$ cat config.mk
export PLATFORM = sky130hd
export DESIGN_NAME = servo_bus_packet_framer_top
export DESIGN_NICKNAME = d
export VERILOG_FILES = /design/src/rtl/sbpf_pkg.sv /design/src/rtl/servo_bus_packet_framer_top.sv /design/src/rtl/sbpf_front.sv /design/src/rtl/sbpf_fifo.sv /design/src/rtl/sbpf_back.sv
export SDC_FILE = /design/constraint.sdc
export NUM_CORES = 1
export LEC_CHECK = 0
export BUFFER_PORTS_ARGS = -buffer_cell sky130_fd_sc_hd__buf_4
export CORE_MARGIN = 2
export CORE_UTILIZATION = 64
export DETAILED_ROUTE_END_ITERATION = 7
export PLACE_DENSITY_LB_ADDON = 0.12
export SYNTH_ARGS = -nofsm -noshare
export SYNTH_HDL_FRONTEND = slang
export SYNTH_SLANG_ARGS = --single-unit
$ cat constraint.sdc
create_clock -name clk -period 11.8 [get_ports clk]
set_input_delay 0.59 -clock clk [delete_from_list [all_inputs] [get_ports clk]]
set_output_delay 0.59 -clock clk [all_outputs]
set_load 0.05 [all_outputs]
$ cat src/rtl/sbpf_pkg.sv
package sbpf_pkg;

  localparam int unsigned MAX_PACKET_BYTES_DEF = 11;
  localparam int unsigned LEN_W = 4;
  localparam int unsigned QUEUE_DEPTH = 2;
  localparam int unsigned NPAR = 5;

  localparam int unsigned S_TDATA_W = 56;
  localparam int unsigned S_TUSER_W = 4;
  localparam int unsigned M_TDATA_W = 24;
  localparam int unsigned M_TUSER_W = 2;

  localparam logic [7:0] HDR_BYTE        = 8'hFF;
  localparam logic [7:0] INS_PING        = 8'h01;
  localparam logic [7:0] INS_READ        = 8'h02;
  localparam logic [7:0] INS_WRITE       = 8'h03;
  localparam logic [7:0] INS_RESET       = 8'h06;
  localparam logic [7:0] REG_ID          = 8'h03;
  localparam logic [7:0] REG_ANGLE_LIMIT = 8'h06;
  localparam logic [7:0] REG_GOAL        = 8'h1E;
  localparam logic [7:0] REG_SPEED       = 8'h20;
  localparam logic [7:0] REG_PRESENT     = 8'h24;
  localparam logic [7:0] LIMIT_LO        = 8'hFF;
  localparam logic [7:0] LIMIT_HI        = 8'h0F;
  localparam logic [7:0] READ_COUNT      = 8'h02;
  localparam logic [10:0] TURN_LIMIT     = 11'd1023;

  typedef enum logic [3:0] {
    CMD_MOVE      = 4'd0,
    CMD_SPEED     = 4'd1,
    CMD_TURN      = 4'd2,
    CMD_MULTITURN = 4'd3,
    CMD_WHEEL     = 4'd4,
    CMD_JOINT     = 4'd5,
    CMD_RESET     = 4'd6,
    CMD_PING      = 4'd7,
    CMD_SETID     = 4'd8,
    CMD_READPOS   = 4'd9,
    CMD_RXBYTE    = 4'd10
  } cmd_e;

  typedef enum logic [1:0] {
    KIND_TX       = 2'd0,
    KIND_POS_OK   = 2'd1,
    KIND_POS_FAIL = 2'd2
  } kind_e;

  typedef enum logic [2:0] {
    PH_IDLE  = 3'd0,
    PH_HDR0  = 3'd1,
    PH_HDR1  = 3'd2,
    PH_ID    = 3'd3,
    PH_LEN   = 3'd4,
    PH_ERR   = 3'd5,
    PH_LOW   = 3'd6,
    PH_HIGH  = 3'd7
  } phase_e;

  typedef struct packed {
    kind_e                 kind;
    logic [7:0]            id;
    logic [7:0]            instr;
    logic [2:0]            np;
    logic [NPAR-1:0][7:0]  par;
    logic [7:0]            csum;
    logic [15:0]           position;
  } desc_t;

endpackage

$ cat src/rtl/servo_bus_packet_framer_top.sv
// Channel  Dir  Handshake      tdata, low bit up                           tuser  tlast
// s_axis   in   tvalid/tready  servo_id goal_position speed turn_cw new_id rx_byte  cmd  -
// m_axis   out  tvalid/tready  tx_byte position                            kind   last byte
//
// One command word yields 6 to 11 packet words at one word per cycle while
// m_axis_tready is high; the output serializer sets the rate.
// A reply byte yields at most one word.
// A two-entry descriptor queue decouples input from output; s_axis_tready
// drops only while that queue is full or rst is high. Reset (rst, synchronous)
// clears the reply parser and empties the queue and output register.
module servo_bus_packet_framer_top
  import sbpf_pkg::*;
#(
  parameter int unsigned MAX_PACKET_BYTES = MAX_PACKET_BYTES_DEF
) (
  input  logic                 clk,
  input  logic                 rst,
  input  logic                 s_axis_tvalid,
  output logic                 s_axis_tready,
  // servo_id[7:0], goal_position[23:8], speed[34:24], turn_cw[35],
  // new_id[43:36], rx_byte[51:44], zero fill
  input  logic [S_TDATA_W-1:0] s_axis_tdata,
  // cmd[3:0]
  input  logic [S_TUSER_W-1:0] s_axis_tuser,
  output logic                 m_axis_tvalid,
  input  logic                 m_axis_tready,
  // tx_byte[7:0], position[23:8]
  output logic [M_TDATA_W-1:0] m_axis_tdata,
  // kind[1:0]
  output logic [M_TUSER_W-1:0] m_axis_tuser,
  output logic                 m_axis_tlast
);

  logic  q_push, q_pop, q_full, q_empty;
  desc_t q_desc, q_head;

  sbpf_front #(
    .MAX_PACKET_BYTES(MAX_PACKET_BYTES)
  ) u_front (
    .clk      (clk),
    .rst      (rst),
    .in_valid (s_axis_tvalid),
    .in_cmd   (s_axis_tuser),
    .in_data  (s_axis_tdata),
    .q_full   (q_full),
    .in_ready (s_axis_tready),
    .q_push   (q_push),
    .q_desc   (q_desc)
  );

  sbpf_fifo u_fifo (
    .clk       (clk),
    .rst       (rst),
    .push      (q_push),
    .push_desc (q_desc),
    .pop       (q_pop),
    .full      (q_full),
    .empty     (q_empty),
    .head      (q_head)
  );

  sbpf_back u_back (
    .clk       (clk),
    .rst       (rst),
    .q_empty   (q_empty),
    .q_head    (q_head),
    .q_pop     (q_pop),
    .out_valid (m_axis_tvalid),
    .out_ready (m_axis_tready),
    .out_data  (m_axis_tdata),
    .out_kind  (m_axis_tuser),
    .out_last  (m_axis_tlast)
  );

endmodule

$ cat src/rtl/sbpf_front.sv
module sbpf_front
  import sbpf_pkg::*;
#(
  parameter int unsigned MAX_PACKET_BYTES = MAX_PACKET_BYTES_DEF
) (
  input  logic                 clk,
  input  logic                 rst,
  input  logic                 in_valid,
  input  logic [S_TUSER_W-1:0] in_cmd,
  input  logic [S_TDATA_W-1:0] in_data,
  input  logic                 q_full,
  output logic                 in_ready,
  output logic                 q_push,
  output desc_t                q_desc
);

  phase_e     phase, phase_next;
  logic [7:0] low_byte, low_byte_next;

  logic [7:0]  servo_id, new_id, rx_byte;
  logic [15:0] goal_position;
  logic [10:0] speed, speed_clamped;
  logic        turn_cw;
  logic        accept, emit, is_pkt;
  logic [LEN_W-1:0] pkt_len;
  logic [7:0]  sum;
  desc_t       pkt, rep;
  logic        rep_valid;

  assign servo_id      = in_data[7:0];
  assign goal_position = in_data[23:8];
  assign speed         = in_data[34:24];
  assign turn_cw       = in_data[35];
  assign new_id        = in_data[43:36];
  assign rx_byte       = in_data[51:44];

  assign in_ready = !rst && !q_full;
  assign accept   = in_valid && in_ready;
  assign speed_clamped = (speed > TURN_LIMIT) ? TURN_LIMIT : speed;
  assign pkt_len  = LEN_W'(pkt.np) + LEN_W'(6);

  always_comb begin
    pkt = '0;
    pkt.kind = KIND_TX;
    pkt.id   = servo_id;
    is_pkt   = 1'b1;
    unique case (in_cmd)
      CMD_MOVE: begin
        pkt.instr = INS_WRITE;
        pkt.np    = 3'd3;
        pkt.par[0] = REG_GOAL;
        pkt.par[1] = goal_position[7:0];
        pkt.par[2] = goal_position[15:8];
      end
      CMD_SPEED: begin
        pkt.instr = INS_WRITE;
        pkt.np    = 3'd3;
        pkt.par[0] = REG_SPEED;
        pkt.par[1] = speed[7:0];
        pkt.par[2] = {5'd0, speed[10:8]};
      end
      CMD_TURN: begin
        pkt.instr = INS_WRITE;
        pkt.np    = 3'd3;
        pkt.par[0] = REG_SPEED;
        pkt.par[1] = speed_clamped[7:0];
        pkt.par[2] = {5'd0, turn_cw, speed_clamped[9:8]};
      end
      CMD_MULTITURN: begin
        pkt.instr = INS_WRITE;
        pkt.np    = 3'd5;
        pkt.par[0] = REG_ANGLE_LIMIT;
        pkt.par[1] = LIMIT_LO;
        pkt.par[2] = LIMIT_HI;
        pkt.par[3] = LIMIT_LO;
        pkt.par[4] = LIMIT_HI;
      end
      CMD_WHEEL: begin
        pkt.instr = INS_WRITE;
        pkt.np    = 3'd5;
        pkt.par[0] = REG_ANGLE_LIMIT;
      end
      CMD_JOINT: begin
        pkt.instr = INS_WRITE;
        pkt.np    = 3'd5;
        pkt.par[0] = REG_ANGLE_LIMIT;
        pkt.par[3] = LIMIT_LO;
        pkt.par[4] = LIMIT_HI;
      end
      CMD_RESET: begin
        pkt.instr = INS_RESET;
      end
      CMD_PING: begin
        pkt.instr = INS_PING;
      end
      CMD_SETID: begin
        pkt.instr = INS_WRITE;
        pkt.np    = 3'd2;
        pkt.par[0] = REG_ID;
        pkt.par[1] = new_id;
      end
      CMD_READPOS: begin
        pkt.instr = INS_READ;
        pkt.np    = 3'd2;
        pkt.par[0] = REG_PRESENT;
        pkt.par[1] = READ_COUNT;
      end
      default: begin
        is_pkt = 1'b0;
      end
    endcase
    sum = pkt.id + {5'd0, pkt.np} + 8'd2 + pkt.instr
        + pkt.par[0] + pkt.par[1] + pkt.par[2] + pkt.par[3] + pkt.par[4];
    pkt.csum = ~sum;
  end

  always_comb begin
    phase_next    = phase;
    low_byte_next = low_byte;
    rep           = '0;
    rep_valid     = 1'b0;
    emit          = 1'b0;
    if (in_cmd == CMD_RXBYTE) begin
      unique case (phase)
        PH_IDLE: ;
        PH_HDR0: begin
          if (rx_byte != HDR_BYTE) begin
            rep_valid  = 1'b1;
            rep.kind   = KIND_POS_FAIL;
            phase_next = PH_IDLE;
          end else begin
            phase_next = PH_HDR1;
          end
        end
        PH_HDR1: phase_next = PH_ID;
        PH_ID:   phase_next = PH_LEN;
        PH_LEN:  phase_next = PH_ERR;
        PH_ERR: begin
          if (rx_byte != 8'd0) begin
            rep_valid  = 1'b1;
            rep.kind   = KIND_POS_FAIL;
            phase_next = PH_IDLE;
          end else begin
            phase_next = PH_LOW;
          end
        end
        PH_LOW: begin
          low_byte_next = rx_byte;
          phase_next    = PH_HIGH;
        end
        PH_HIGH: begin
          rep_valid    = 1'b1;
          rep.kind     = KIND_POS_OK;
          rep.position = {rx_byte, low_byte};
          phase_next   = PH_IDLE;
        end
        default: phase_next = PH_IDLE;
      endcase
    end else if (is_pkt) begin
      phase_next = PH_IDLE;
      if (pkt_len <= LEN_W'(MAX_PACKET_BYTES)) begin
        emit = 1'b1;
        if (in_cmd == CMD_READPOS) begin
          phase_next = PH_HDR0;
        end
      end
    end
  end

  assign q_push = accept && (rep_valid || emit);
  assign q_desc = rep_valid ? rep : pkt;

  always_ff @(posedge clk) begin
    if (rst) begin
      phase    <= PH_IDLE;
      low_byte <= '0;
    end else if (accept) begin
      phase    <= phase_next;
      low_byte <= low_byte_next;
    end
  end

endmodule

$ cat src/rtl/sbpf_fifo.sv
module sbpf_fifo
  import sbpf_pkg::*;
(
  input  logic  clk,
  input  logic  rst,
  input  logic  push,
  input  desc_t push_desc,
  input  logic  pop,
  output logic  full,
  output logic  empty,
  output desc_t head
);

  localparam int unsigned PTR_W = (QUEUE_DEPTH > 1) ? $clog2(QUEUE_DEPTH) : 1;
  localparam int unsigned CNT_W = $clog2(QUEUE_DEPTH + 1);

  desc_t            mem [QUEUE_DEPTH];
  logic [PTR_W-1:0] wptr, rptr;
  logic [CNT_W-1:0] count;
  logic             do_push, do_pop;

  assign full    = (count == CNT_W'(QUEUE_DEPTH));
  assign empty   = (count == '0);
  assign head    = mem[rptr];
  assign do_push = push && !full;
  assign do_pop  = pop && !empty;

  always_ff @(posedge clk) begin
    if (do_push) begin
      mem[wptr] <= push_desc;
    end
  end

  always_ff @(posedge clk) begin
    if (rst) begin
      wptr  <= '0;
      rptr  <= '0;
      count <= '0;
    end else begin
      if (do_push) begin
        wptr <= (wptr == PTR_W'(QUEUE_DEPTH - 1)) ? '0 : wptr + 1'b1;
      end
      if (do_pop) begin
        rptr <= (rptr == PTR_W'(QUEUE_DEPTH - 1)) ? '0 : rptr + 1'b1;
      end
      case ({do_push, do_pop})
        2'b10:   count <= count + 1'b1;
        2'b01:   count <= count - 1'b1;
        default: count <= count;
      endcase
    end
  end

endmodule

$ cat src/rtl/sbpf_back.sv
module sbpf_back
  import sbpf_pkg::*;
(
  input  logic                 clk,
  input  logic                 rst,
  input  logic                 q_empty,
  input  desc_t                q_head,
  output logic                 q_pop,
  output logic                 out_valid,
  input  logic                 out_ready,
  output logic [M_TDATA_W-1:0] out_data,
  output logic [M_TUSER_W-1:0] out_kind,
  output logic                 out_last
);

  logic [LEN_W-1:0] idx;
  logic [LEN_W-1:0] last_idx;
  logic             load, done;
  logic [7:0]       byte_sel;
  logic [7:0]       tx_byte;
  logic [15:0]      position;
  kind_e            kind;

  assign last_idx = LEN_W'(q_head.np) + LEN_W'(5);
  assign load     = !q_empty && (!out_valid || out_ready);
  assign done     = (q_head.kind != KIND_TX) || (idx == last_idx);
  assign q_pop    = load && done;

  always_comb begin
    if (idx == last_idx) begin
      byte_sel = q_head.csum;
    end else begin
      case (idx)
        4'd0, 4'd1: byte_sel = HDR_BYTE;
        4'd2:       byte_sel = q_head.id;
        4'd3:       byte_sel = {5'd0, q_head.np} + 8'd2;
        4'd4:       byte_sel = q_head.instr;
        4'd5:       byte_sel = q_head.par[0];
        4'd6:       byte_sel = q_head.par[1];
        4'd7:       byte_sel = q_head.par[2];
        4'd8:       byte_sel = q_head.par[3];
        4'd9:       byte_sel = q_head.par[4];
        default:    byte_sel = q_head.csum;
      endcase
    end
  end

  always_ff @(posedge clk) begin
    if (rst) begin
      out_valid <= 1'b0;
      idx       <= '0;
    end else begin
      if (load) begin
        out_valid <= 1'b1;
        idx       <= done ? '0 : idx + 1'b1;
      end else if (out_ready) begin
        out_valid <= 1'b0;
      end
    end
  end

  always_ff @(posedge clk) begin
    if (load) begin
      kind <= q_head.kind;
      if (q_head.kind == KIND_TX) begin
        tx_byte  <= byte_sel;
        out_last <= (idx == last_idx);
        position <= '0;
      end else begin
        tx_byte  <= '0;
        out_last <= 1'b0;
        position <= q_head.position;
      end
    end
  end

  assign out_data = {position, tx_byte};
  assign out_kind = kind;

endmodule
==> results of run 1 <==
per-stage QoR:
step / worst slack [ns] / utilization [%] / area, um^2 / instances / power [mW]
after global routing: 6.43 / 75.8 / 10100 / 968 / 2.09
after global placement: 6.46 / 71.5 / 9500 / 936 / 1.44
after CTS: 6.80 / 75.8 / 10100 / 968 / 2.00
after detailed placement: 6.36 / 71.5 / 9500 / 936 / 1.46
final: 6.73 / 75.8 / 10100 / 968 / 2.00
after floorplan: 6.62 / - / 8750 / 709 / 1.28
cell families (layout without fill, tap and decap cells):
group | count (synthesis) | after routing | share of synthesized area (%)
flip-flops | 172 | 172 | 56.6
adder cells (fa/ha/maj) | 45 | 45 | 8.32
buffers and inverters | 86 | 169 | 4.00
multiplexers | 65 | 65 | 7.75
XOR/XNOR | 18 | 18 | 1.96
AND/OR/NAND/NOR | 187 | 187 | 10.8
AO/OA/AOI/OAI | 136 | 136 | 10.6
cells in the final DEF, fill, tap and decap left out, types with 3 or more instances in the layout:
cell type  instances
and2_1            27
clkbuf_16         17
nor3_1            11
o32ai_1            9
mux2_2             9
a221oi_1          11
ha_1              23
fa_1              22
or3_1              5
xnor2_1           13
nor2_1            68
edfxtp_1         151
dfxtp_1           20
nand2_1           29
xor2_1             4
and3_1             3
or2_2              3
inv_1             44
buf_4             93
a211oi_1           3
nor4_1             3
a21oi_1           38
nor2b_1            9
bufinv_16          3
o21a_1             3
a22o_1             7
o21ai_0           16
a21o_1             5
a22oi_1            5
o22ai_1           14
clkinv_2           3
nand3_1            6
clkbuf_1           5
mux2i_1           54
nand2b_1           6
layout make-up:
cell class	instances	share of cell area, %
Sequential cell	172	49.2
Clock buffer	22	4.41
Clock inverter	10	1.27
Inverter	44	1.64
Multi-Input combinational cell	451	34.4
Tap cell	176	2.19
Timing Repair Buffer	93	6.93
synthesized netlist by cell type, drive strengths merged (4+ instances only):
cell type | instances | area (um^2)
clkbuf | 25 | 95.1
mux2 | 9 | 101
nand2b | 6 | 37.5
nor4 | 4 | 40.0
inv | 44 | 165
nand2 | 29 | 109
a221oi | 11 | 96.3
dfxtp | 21 | 420
a21o | 5 | 37.5
xor2 | 4 | 35.0
or3 | 5 | 31.3
nor2 | 70 | 263
mux2i | 55 | 554
nand3 | 6 | 30.0
nor2b | 9 | 56.3
o21ai | 18 | 93.8
nor3 | 12 | 65.1
o32ai | 9 | 78.8
ha | 23 | 288
a21oi | 40 | 208
and2 | 27 | 169
xnor2 | 13 | 114
o22ai | 14 | 87.6
o31ai | 4 | 40.0
edfxtp | 151 | 4530
a22oi | 5 | 37.5
a22o | 7 | 61.3
buf | 17 | 90.1
fa | 22 | 440
worst max path at each step:
stage                          from                     endpoint
global route        s_axis_tuser[1]  u_fifo.mem[0][22]$_DFFE_PP_
global placement    s_axis_tuser[1]  u_fifo.mem[0][22]$_DFFE_PP_
CTS                 s_axis_tuser[1]  u_fifo.mem[0][22]$_DFFE_PP_
finish              s_axis_tuser[1]  u_fifo.mem[0][22]$_DFFE_PP_
floorplan           s_axis_tuser[0]  u_fifo.mem[0][22]$_DFFE_PP_
detailed placement  s_axis_tuser[1]  u_fifo.mem[0][22]$_DFFE_PP_
power by group through the flow:
stage / logic (mW) / registers [mW] / clock network, mW
4_1_cts: 0.635 / 0.819 / 0.547
2_1_floorplan: 0.345 / 0.935 / 0
6_report: 0.638 / 0.818 / 0.542
3_5_place_dp: 0.629 / 0.831 / 0
3_3_place_gp: 0.610 / 0.826 / 0
5_1_grt: 0.692 / 0.825 / 0.573
registers in the layout, indices dropped and copies added, names as in the netlist, named ones only:
signal / cells
u_fifo.mem: 124
u_back.position: 16
u_back.tx_byte: 8
u_front.low_byte: 8
u_back.idx: 4
u_front.phase: 3
u_back.out_kind: 2
u_fifo.count: 2
u_back.out_last: 1
u_back.out_valid: 1
u_fifo.rptr: 1
u_fifo.wptr: 1
routing by layer:
layer / GRT usage (%) / routed length [um] / up-vias
li1: - / - / 2731
met4: 11.0 / 452 / 0
met2: 42.8 / 9000 / 307
met3: 5.08 / 1570 / 37
met5: 0 / 0 / -
met1: 38.7 / 7720 / 2883
worst max-delay path, delay by kind of cell:
family / cells / cell delay [ns]
adder cells (fa/ha/maj): 6 / 2.70
buffers and inverters: 5 / 0.63
AND/OR/NAND/NOR: 2 / 0.62
AO/OA/AOI/OAI: 2 / 0.34
XOR/XNOR: 2 / 0.29
==> qor.yml, run 1 <==
outcome:
  status: "finished clean"
synth:
  synthArstFlopShare_pct: 0
  yosysWarnings: 0
  synth_fp_nets: 818
  ys_seq_area_share_pct: 56.6
  syn_avg_cell_area_um2: 12.3
  synth_area_um2: 8750
  synth-edff-count: 151
  ys.flop_type: "edfxtp_1"
  syn_inst: 709
  synthDistinctLibCells: 68
  ys_ff_latch: 172
power_and_ir_drop:
  power.internal_mw: 1.33
  clkPwrFrac_pct: 27.1
  comb_power_share_pct: 31.9
  p_per_area_nw_per_um2: 198
  p_sw_uw: 672
  max-vdd-ir-drop_mv: 0.106
  netSwitchingFraction_pct: 33.6
  power.leakage_nw: 3.68
  seq_power_share_pct: 40.9
setup_path:
  critPathMaxFanout: 32
  end_kind: "flop"
  critPathArrivalTime_ns: 5.18
  r2r_end: "u_fifo.count[1]$_SDFFE_PP0P_"
  cpMaxStageDelayCell: "fa_1"
  r2r_setup_slack_ns: 8.19
  crit_chain: "buf_4 -> xnor2_1 -> nor3b_1 -> inv_1 -> fa_1 -> fa_1 -> inv_1 -> fa_1 -> inv_1 -> fa_1 -> inv_1 -> ha_1 -> fa_1 -> a21o_1 -> a21oi_1 -> xnor2_1 -> nor2_1"
  crit_top_cell: "fa_1"
  worst_r2r_path_depth: 10
  crit_required_ns: 11.91
  critical-path-max-stage-delay_ns: 0.53
  worstSetupPathType: "in2reg"
  startpoint_type: "input pin"
routing:
  drc: 0
  dr.first_iter.drc_count: 521
  first_pass_iters: 7
  routed_wl_um: 18700
  post_drt_wl_per_cell_um: 19.4
  post_drt_via_cell_ratio: 6.15
  ant_nets: 0
  vias: 5958
cells_and_area:
  regArea_um2: 4960
  layout-area-overhead-vs-synth_pct: 15.1
  multi_input_area_um2: 3460
  antenna_cells: 0
  final_nets: 888
  n_fill_cell: 824
  drive_gt1_share_pct: 18.2
worst_hold_path:
  min_from: "s_axis_tdata[44]"
  min-delay-path-class: "in2reg"
  whs_endpoint: "u_front.low_byte[0]$_SDFFE_PP0P_"
  holdPathStages: 3
timing:
  finalSetupViolCount: 0
  slew_headroom_pct: 24.7
  rsz0062_at_grt: "no"
  fin_setup_tns_ns: 0
  drv_slew: 0
  period_minus_slack_ns: 5.07
  worst_pin_slew_ns: 1.13
  period_share_pct: 43.0
  finalClockSkew_ns: 0.00625
  fmax_mhz: 197
  finalHoldWorstSlack_ns: 0.441
  hold_viol_final: 0
clocking:
  cts_buffers: 17
  cts_tree: "yes"
  path_clk_slew_ns: 0.06
  hold_buffers: 0
  post-cts-setup-buffer-count: 0
  clock-root-buffer: "clkbuf_16"
  clockBufferDepth: 2
  clock_sinks: 172
  htree_levels: 4
  ctsResizeCount: 0
  clock_latency_ns: 0.42
floorplanning:
  dieArea_um2: 14600
  design.core.area_um2: 13300
  io_pins: 93
  dieHeight_um: 121
  num_rows: 42
  start_util_pct: 65.8
  dieWidth_um: 121
global_route:
  antenna_found_initial: 0
  gr-total-overflow: 0
  grt_max_degree: 63
  gr-usage-all-layers_pct: 27.5
  grt_pass1_vias: 5819
  grt_pass1_wl_um: 30200
placed_design:
  gp_congestion: 0.889
  hpwl_um: 12900
  port_buffers: 88
run:
  cap_violations: 0
Note: power is estimated with default switching activity, not from simulation.
==> run 2, diff against run 1 <==
--- a/config.mk
+++ b/config.mk
@@ -5,9 +5,10 @@
 export SDC_FILE = /design/constraint.sdc
 export NUM_CORES = 1
 export LEC_CHECK = 0
+export ABC_AREA = 1
 export BUFFER_PORTS_ARGS = -buffer_cell sky130_fd_sc_hd__buf_4
 export CORE_MARGIN = 2
-export CORE_UTILIZATION = 64
+export CORE_UTILIZATION = 59
 export DETAILED_ROUTE_END_ITERATION = 7
 export PLACE_DENSITY_LB_ADDON = 0.12
 export SYNTH_ARGS = -nofsm -noshare
==> constraint.sdc (replaced) <==
create_clock -name clk -period 4.8 [get_ports clk]
set_input_delay 0.24 -clock clk [delete_from_list [all_inputs] [get_ports clk]]
set_output_delay 0.24 -clock clk [all_outputs]
set_load 0.05 [all_outputs]
==> qor.yml, run 2 <==
clocking:
  clock_latency_ns: 0.43  # about the same
  clock_sinks: 172  # unchanged
  cts_buffers: 17  # unchanged
  hold_buffers: 1  # +1
  path_clk_slew_ns: 0.07  # about the same
  post-cts-setup-buffer-count: 0  # unchanged
  cts_tree: "yes"
  ctsResizeCount: 0  # unchanged
  clock-root-buffer: "clkbuf_16"
  clockBufferDepth: 2  # unchanged
  htree_levels: 4  # unchanged
floorplanning:
  dieArea_um2: 16000  # +9.2%
  num_rows: 44  # +4.8%
  start_util_pct: 60.6  # -5.3 points
  io_pins: 93  # unchanged
  design.core.area_um2: 14600  # +9.7%
  dieWidth_um: 126  # +4.5%
  dieHeight_um: 126  # +4.5%
power_and_ir_drop:
  power.leakage_nw: 4.53  # +23%
  clkPwrFrac_pct: 25.1  # -2.0 points
  seq_power_share_pct: 35.7  # -5.2 points
  comb_power_share_pct: 39.2  # +7.3 points
  p_sw_mw: 2.29  # +240%
  max-vdd-ir-drop_mv: 0.371  # +250%
  power.total_mw: 5.71  # +190%
  netSwitchingFraction_pct: 40.2  # +6.5 points
  p_per_area_nw_per_um2: 550  # +180%
  power.internal_mw: 3.42  # +160%
placed_design:
  port_buffers: 88  # unchanged
  place_ws_ns: 0.0768  # -6.28 ns
  placed_cell_area_um2: 9750  # +2.6%
  dp.cells: 1204  # +29%
  hpwl_um: 14600  # +13%
  gp_congestion: 0.927  # +4.3%
synth:
  synth_area_um2: 8830  # +0.94%
  syn_inst: 935  # +32%
  ys_ff_latch: 172  # unchanged
  synthArstFlopShare_pct: 0  # unchanged
  synth.top_cell.area_share_pct: 51.3  # -0.48 points
  ys.flop_type: "edfxtp_1"
  yosysMostFrequentCell: "nand2_1"
  syn_avg_cell_area_um2: 9.45  # -23%
  synth-edff-count: 151  # unchanged
  synth_common_cells: "304 x nand2_1, 151 x edfxtp_1, 103 x inv_1"
  ys_seq_area_share_pct: 56.1  # -0.53 points
  ys_top_cells_by_area: "edfxtp_1 51%, nand2_1 13%, fa_1 5.0%"
  synth_fp_nets: 1044  # +28%
  synthDistinctLibCells: 38  # -44%
  synth_top_area_cell: "edfxtp_1"
  yosysWarnings: 0  # unchanged
timing:
  finalHoldWorstSlack_ns: 0.100  # -0.341 ns
  finalWorstSetupSlack_ns: 0.442  # -6.29 ns
  fmax_mhz: 229
  period_minus_slack_ns: 4.36
  drv_slew: 0  # unchanged
  finalClockSkew_ns: 0.0112  # +0.00496 ns
  finalSetupViolCount: 0  # unchanged
  slew_headroom_pct: 33.7  # +9.0 points
  hold_viol_final: 0  # unchanged
  period_share_pct: 90.8
  fin_setup_tns_ns: 0  # unchanged
  worst_pin_slew_ns: 0.992  # -0.136 ns
  rsz0062_at_grt: "no"
cells_and_area:
  drive_gt1_share_pct: 16.9  # -1.3 points
  final_nets: 1149  # +29%
  largest_reg_flops: 124  # unchanged
  layout-area-overhead-vs-synth_pct: 17.6
  multi_input_area_um2: 3340  # -3.7%
  final_cells: 1237  # +28%
  final_core_util_pct: 71.2  # -4.6 points
  final_common_cell: "nand2_1"
  final_area_um2: 10400  # +3.1%
  final_cell_mix: "304 x nand2_1, 151 x edfxtp_1, 108 x buf_4"
  reg.largest.list: "u_fifo.mem: 124 flops, u_back.position: 16 flops"
  largest-register: "u_fifo.mem"
  antenna_cells: 0  # unchanged
  regArea_um2: 4960  # unchanged
  n_fill_cell: 1108  # +34%
setup_path:
  startpoint_type: "input pin"
  cpMaxStageDelayCell: "fa_1"
  critPathArrivalTime_ns: 4.53  # -0.65 ns
  crit_top_cell: "fa_1"
  critical-path-max-stage-delay_ns: 0.53  # about the same
  critPathMaxFanout: 8  # -75%
  end_kind: "flop"
  worstSetupPathType: "in2reg"
  crit_chain: "buf_4 -> nor2_4 -> nand2_1 -> nor2_2 -> buf_4 -> o21a_1 -> a211oi_1 -> nand2_1 -> inv_1 -> fa_1 -> fa_1 -> fa_1 -> fa_1 -> inv_1 -> ha_1 -> fa_1 -> nand2_1 -> nand2_1 -> a21oi_1 -> xnor2_1 -> nor2_1"
  crit_required_ns: 4.97  # -6.94 ns
routing:
  first_pass_iters: 5  # -2
  post_drt_wl_per_cell_um: 16.8  # -13%
  routed_wl_um: 20800  # +11%
  dr.first_iter.drc_count: 829  # +59%
  drc: 0  # unchanged
  ant_nets: 0  # unchanged
  post_drt_via_cell_ratio: 5.44  # -12%
  vias: 6734  # +13%
run:
  cap_violations: 0  # unchanged
worst_hold_path:
  min-delay-path-class: "in2reg"
global_route:
  grt_pass1_vias: 6347  # +9.1%
  gr-total-overflow: 0  # unchanged
  antenna_found_initial: 0  # unchanged
  gr-usage-all-layers_pct: 27.0  # -0.53 points
  grt_max_degree: 62  # -1.6%
  grt_pass1_wl_um: 32600  # +8.0%
outcome:
  status: "finished clean"
-- run 2: worst paths after layout --
check	from	end	slack, ns	cells after the start
worst min-delay path	s_axis_tdata[44]	u_front.low_byte[0]$_SDFFE_PP0P_	0.10	3
worst min register to register	u_front.low_byte[5]$_SDFFE_PP0P_	u_front.low_byte[5]$_SDFFE_PP0P_	0.46	2
worst max-delay path	s_axis_tuser[2]	u_fifo.mem[1][22]$_DFFE_PP_	0.44	21
worst max register to register	flop	u_fifo.count[1]$_SDFFE_PP0P_	1.61	17
-- run 2: power groups by stage --
stage | combinational [mW] | clock [mW] | sequential [mW]
floorplan | 1.19 | 0 | 2.47
global placement | 2.17 | 0 | 2.07
detailed placement | 2.21 | 0 | 2.07
CTS | 2.23 | 1.44 | 2.04
global route | 2.47 | 1.50 | 2.06
finish | 2.24 | 1.43 | 2.04
-- run 2: layout make-up --
type	instances	share of cell area [%]
inverters	111	4.03
well taps	184	2.22
repair buffers	109	7.90
multi-input cells	629	32.1
flip-flops and latches	172	47.7
clock inverters	15	1.94
clock buffers	17	4.09
-- run 2: logic make-up after synthesis --
| group | share of synthesized area (%) |
|---|---|
| and+or+nand+nor | 23.6 |
| DFF | 56.1 |
| buffers and inverters | 6.36 |
| AOI/OAI and AO/OA | 4.94 |
| adders and majority gates | 8.24 |
| xor gates and xnor gates | 0.694 |
| muxes | 0.113 |
-- run 2: routing by layer --
metal	global-route usage [%]	vias up	wire, um	part of all wire (%)
met5	0	-	0	0
met4	7.69	0	363	1.7
met3	5.53	36	1630	7.8
met2	41.3	310	9680	47
met1	39.7	3125	9130	44
li1	-	3263	-	-
-- run 2: critical path: cells and delay by family --
family / cells / cell delay [ns]
buf+inv: 4 / 0.39
simple gates: 7 / 0.90
fa+ha+maj: 6 / 2.54
xor+xnor: 1 / 0.14
compound gates: 3 / 0.30
==> run 3, diff against run 2 <==
--- a/config.mk
+++ b/config.mk
@@ -7,8 +7,11 @@
 export LEC_CHECK = 0
 export ABC_AREA = 1
 export BUFFER_PORTS_ARGS = -buffer_cell sky130_fd_sc_hd__buf_4
+export CELL_PAD_IN_SITES_DETAIL_PLACEMENT = 1
+export CELL_PAD_IN_SITES_GLOBAL_PLACEMENT = 2
 export CORE_MARGIN = 2
-export CORE_UTILIZATION = 59
+export CORE_UTILIZATION = 37
+export CTS_CLUSTER_DIAMETER = 150
 export DETAILED_ROUTE_END_ITERATION = 7
 export PLACE_DENSITY_LB_ADDON = 0.12
 export SYNTH_ARGS = -nofsm -noshare
==> qor.yml, run 3 (synthesis results as in run 2) <==
outcome:
  status: "finished clean"
timing:
  finalWorstSetupSlack_ns: 0.463  # +0.0217 ns
  finalClockSkew_ns: 0.0179  # +0.00671 ns
  period_minus_slack_ns: 4.34  # -0.0217 ns
  slew_headroom_pct: 46.5  # +13 points
  hold_viol_final: 0  # unchanged
  worst_pin_slew_ns: 0.794  # -0.198 ns
  finalSetupViolCount: 0  # unchanged
  period_share_pct: 90.3  # -0.45 points
  finalHoldWorstSlack_ns: 0.104  # +0.00427 ns
  drv_slew: 0  # unchanged
  rsz0062_at_grt: "no"
  fmax_mhz: 231  # +0.50%
cells_and_area:
  final_cell_mix: "304 x nand2_1, 151 x edfxtp_1, 108 x buf_4"
  antenna_cells: 0  # unchanged
  final_common_cell: "nand2_1"
  layout-area-overhead-vs-synth_pct: 19.6
  final_nets: 1149  # unchanged
  largest-register: "u_fifo.mem"
  reg.largest.list: "u_fifo.mem: 124 flops, u_back.position: 16 flops"
  final_core_util_pct: 45.0  # -26 points
  drive_gt1_share_pct: 16.8  # -0.095 points
  final_area_um2: 10600  # +1.7%
  largest_reg_flops: 124  # unchanged
clocking:
  cts_buffers: 17  # unchanged
  ctsResizeCount: 0  # unchanged
  post-cts-setup-buffer-count: 0  # unchanged
  clock_latency_ns: 0.44  # about the same
  clock-root-buffer: "clkbuf_16"
  path_clk_slew_ns: 0.08  # about the same
  clockBufferDepth: 2  # unchanged
  clock_sinks: 172  # unchanged
  cts_tree: "yes"
  htree_levels: 4  # unchanged
floorplanning:
  dieWidth_um: 159  # +25%
  io_pins: 93  # unchanged
  start_util_pct: 37.6  # -23 points
  num_rows: 56  # +27%
  dieArea_um2: 25100  # +57%
  design.core.area_um2: 23500  # +61%
  dieHeight_um: 159  # +25%
power_and_ir_drop:
  max-vdd-ir-drop_mv: 0.253  # -32%
  p_per_area_nw_per_um2: 542  # -1.4%
  power.leakage_nw: 4.53  # about the same
  power.total_mw: 5.73  # +0.35%
placed_design:
  placed_cell_area_um2: 9920  # +1.7%
  port_buffers: 88  # unchanged
  gp_congestion: 0.815  # -12%
  hpwl_um: 17900  # +22%
  place_ws_ns: -0.0123  # -0.0891 ns
setup_path:
  crit_start: "s_axis_tuser[2]"
  r2r_end: "u_fifo.count[1]$_SDFFE_PP0P_"
  crit_required_ns: 4.97  # about the same
  crit_end: "u_fifo.mem[1][22]$_DFFE_PP_"
  startpoint_type: "input pin"
  worst_r2r_path_depth: 19  # +2
  end_kind: "flop"
  worstSetupPathType: "in2reg"
  critPathArrivalTime_ns: 4.51  # -0.02 ns
  critPathMaxFanout: 8  # unchanged
  r2r_setup_slack_ns: 1.54  # -0.07 ns
global_route:
  gr-usage-all-layers_pct: 20.3  # -6.7 points
  grt_max_degree: 61  # -1.6%
  grt_pass1_vias: 6694  # +5.5%
  gr-total-overflow: 0  # unchanged
  antenna_found_initial: 0  # unchanged
  grt_pass1_wl_um: 37400  # +15%
routing:
  first_pass_iters: 4  # -1
  dr.first_iter.drc_count: 394  # -52%
  post_drt_via_cell_ratio: 4.75  # -13%
  routed_wl_um: 24000  # +16%
  ant_nets: 0  # unchanged
  drc: 0  # unchanged
  post_drt_wl_per_cell_um: 17.5  # +4.2%
  vias: 6516  # -3.2%
worst_hold_path:
  min-delay-path-class: "in2reg"
run:
  cap_violations: 0  # unchanged
-- run 3: critical path: stages --
cell	delay, ns
buf_4	0.13
nor2_4	0.22
nand3_1	0.21
buf_4	0.21
o2111ai_1	0.13
inv_1	0.09
fa_1	0.46
fa_1	0.49
inv_1	0.05
fa_1	0.54
inv_1	0.06
fa_1	0.51
inv_1	0.04
ha_1	0.22
fa_1	0.38
nand2_1	0.10
nand2_1	0.05
a21oi_1	0.15
xnor2_1	0.14
nor2_1	0.08
-- run 3: worst min-delay path by stage --
stage | startpoint | endpoint | slack [ns] | cells after the start
after floorplan | rst | u_front.phase[0]$_SDFFE_PP0P_ | 0.31 | 1
after global placement | rst | u_back.out_valid$_SDFFE_PP0P_ | 0.45 | 2
after detailed placement | u_front.low_byte[5]$_SDFFE_PP0P_ | u_front.low_byte[5]$_SDFFE_PP0P_ | 0.45 | 2
after CTS | s_axis_tdata[48] | u_front.low_byte[4]$_SDFFE_PP0P_ | 0.08 | 3
after global routing | s_axis_tdata[48] | u_front.low_byte[4]$_SDFFE_PP0P_ | 0.12 | 3
final | s_axis_tdata[48] | u_front.low_byte[4]$_SDFFE_PP0P_ | 0.10 | 3
-- run 3: timing repair --
item                       4_1_cts  5_1_grt
setup endpoints to repair        0        0
hold endpoints to repair         2        0
hold buffers                     1        0
-- run 3: layout make-up --
cell class | count | area (um^2)
Timing Repair Buffer | 109 | 821
Inverter | 111 | 420
Clock buffer | 17 | 425
Multi-Input combinational cell | 629 | 3330
Fill cell | 2723 | 12900
Clock inverter | 15 | 213
Tap cell | 319 | 399
Sequential cell | 172 | 4960
-- run 3: metal layers --
metal  global-route usage [%]  wire, um  up-vias
met5                        0         0        -
met4                     4.20       220        0
met3                     3.46       903       13
met2                     32.4     11100      100
met1                     29.1     11800     3135
li1                         -         -     3268
-- run 3: stage by stage --
stage               TNS (ns)  instances
finish                     0       1372
global route               0       1372
CTS                        0       1372
detailed placement   -0.0246       1339
global placement           0       1339
floorplan                  0        935
-- run 3: power breakdown --
group / switching (mW) / internal [mW]
clock: 0.695 / 0.720
combinational: 1.60 / 0.660
sequential: 0.0955 / 1.96
total: 2.39 / 3.34
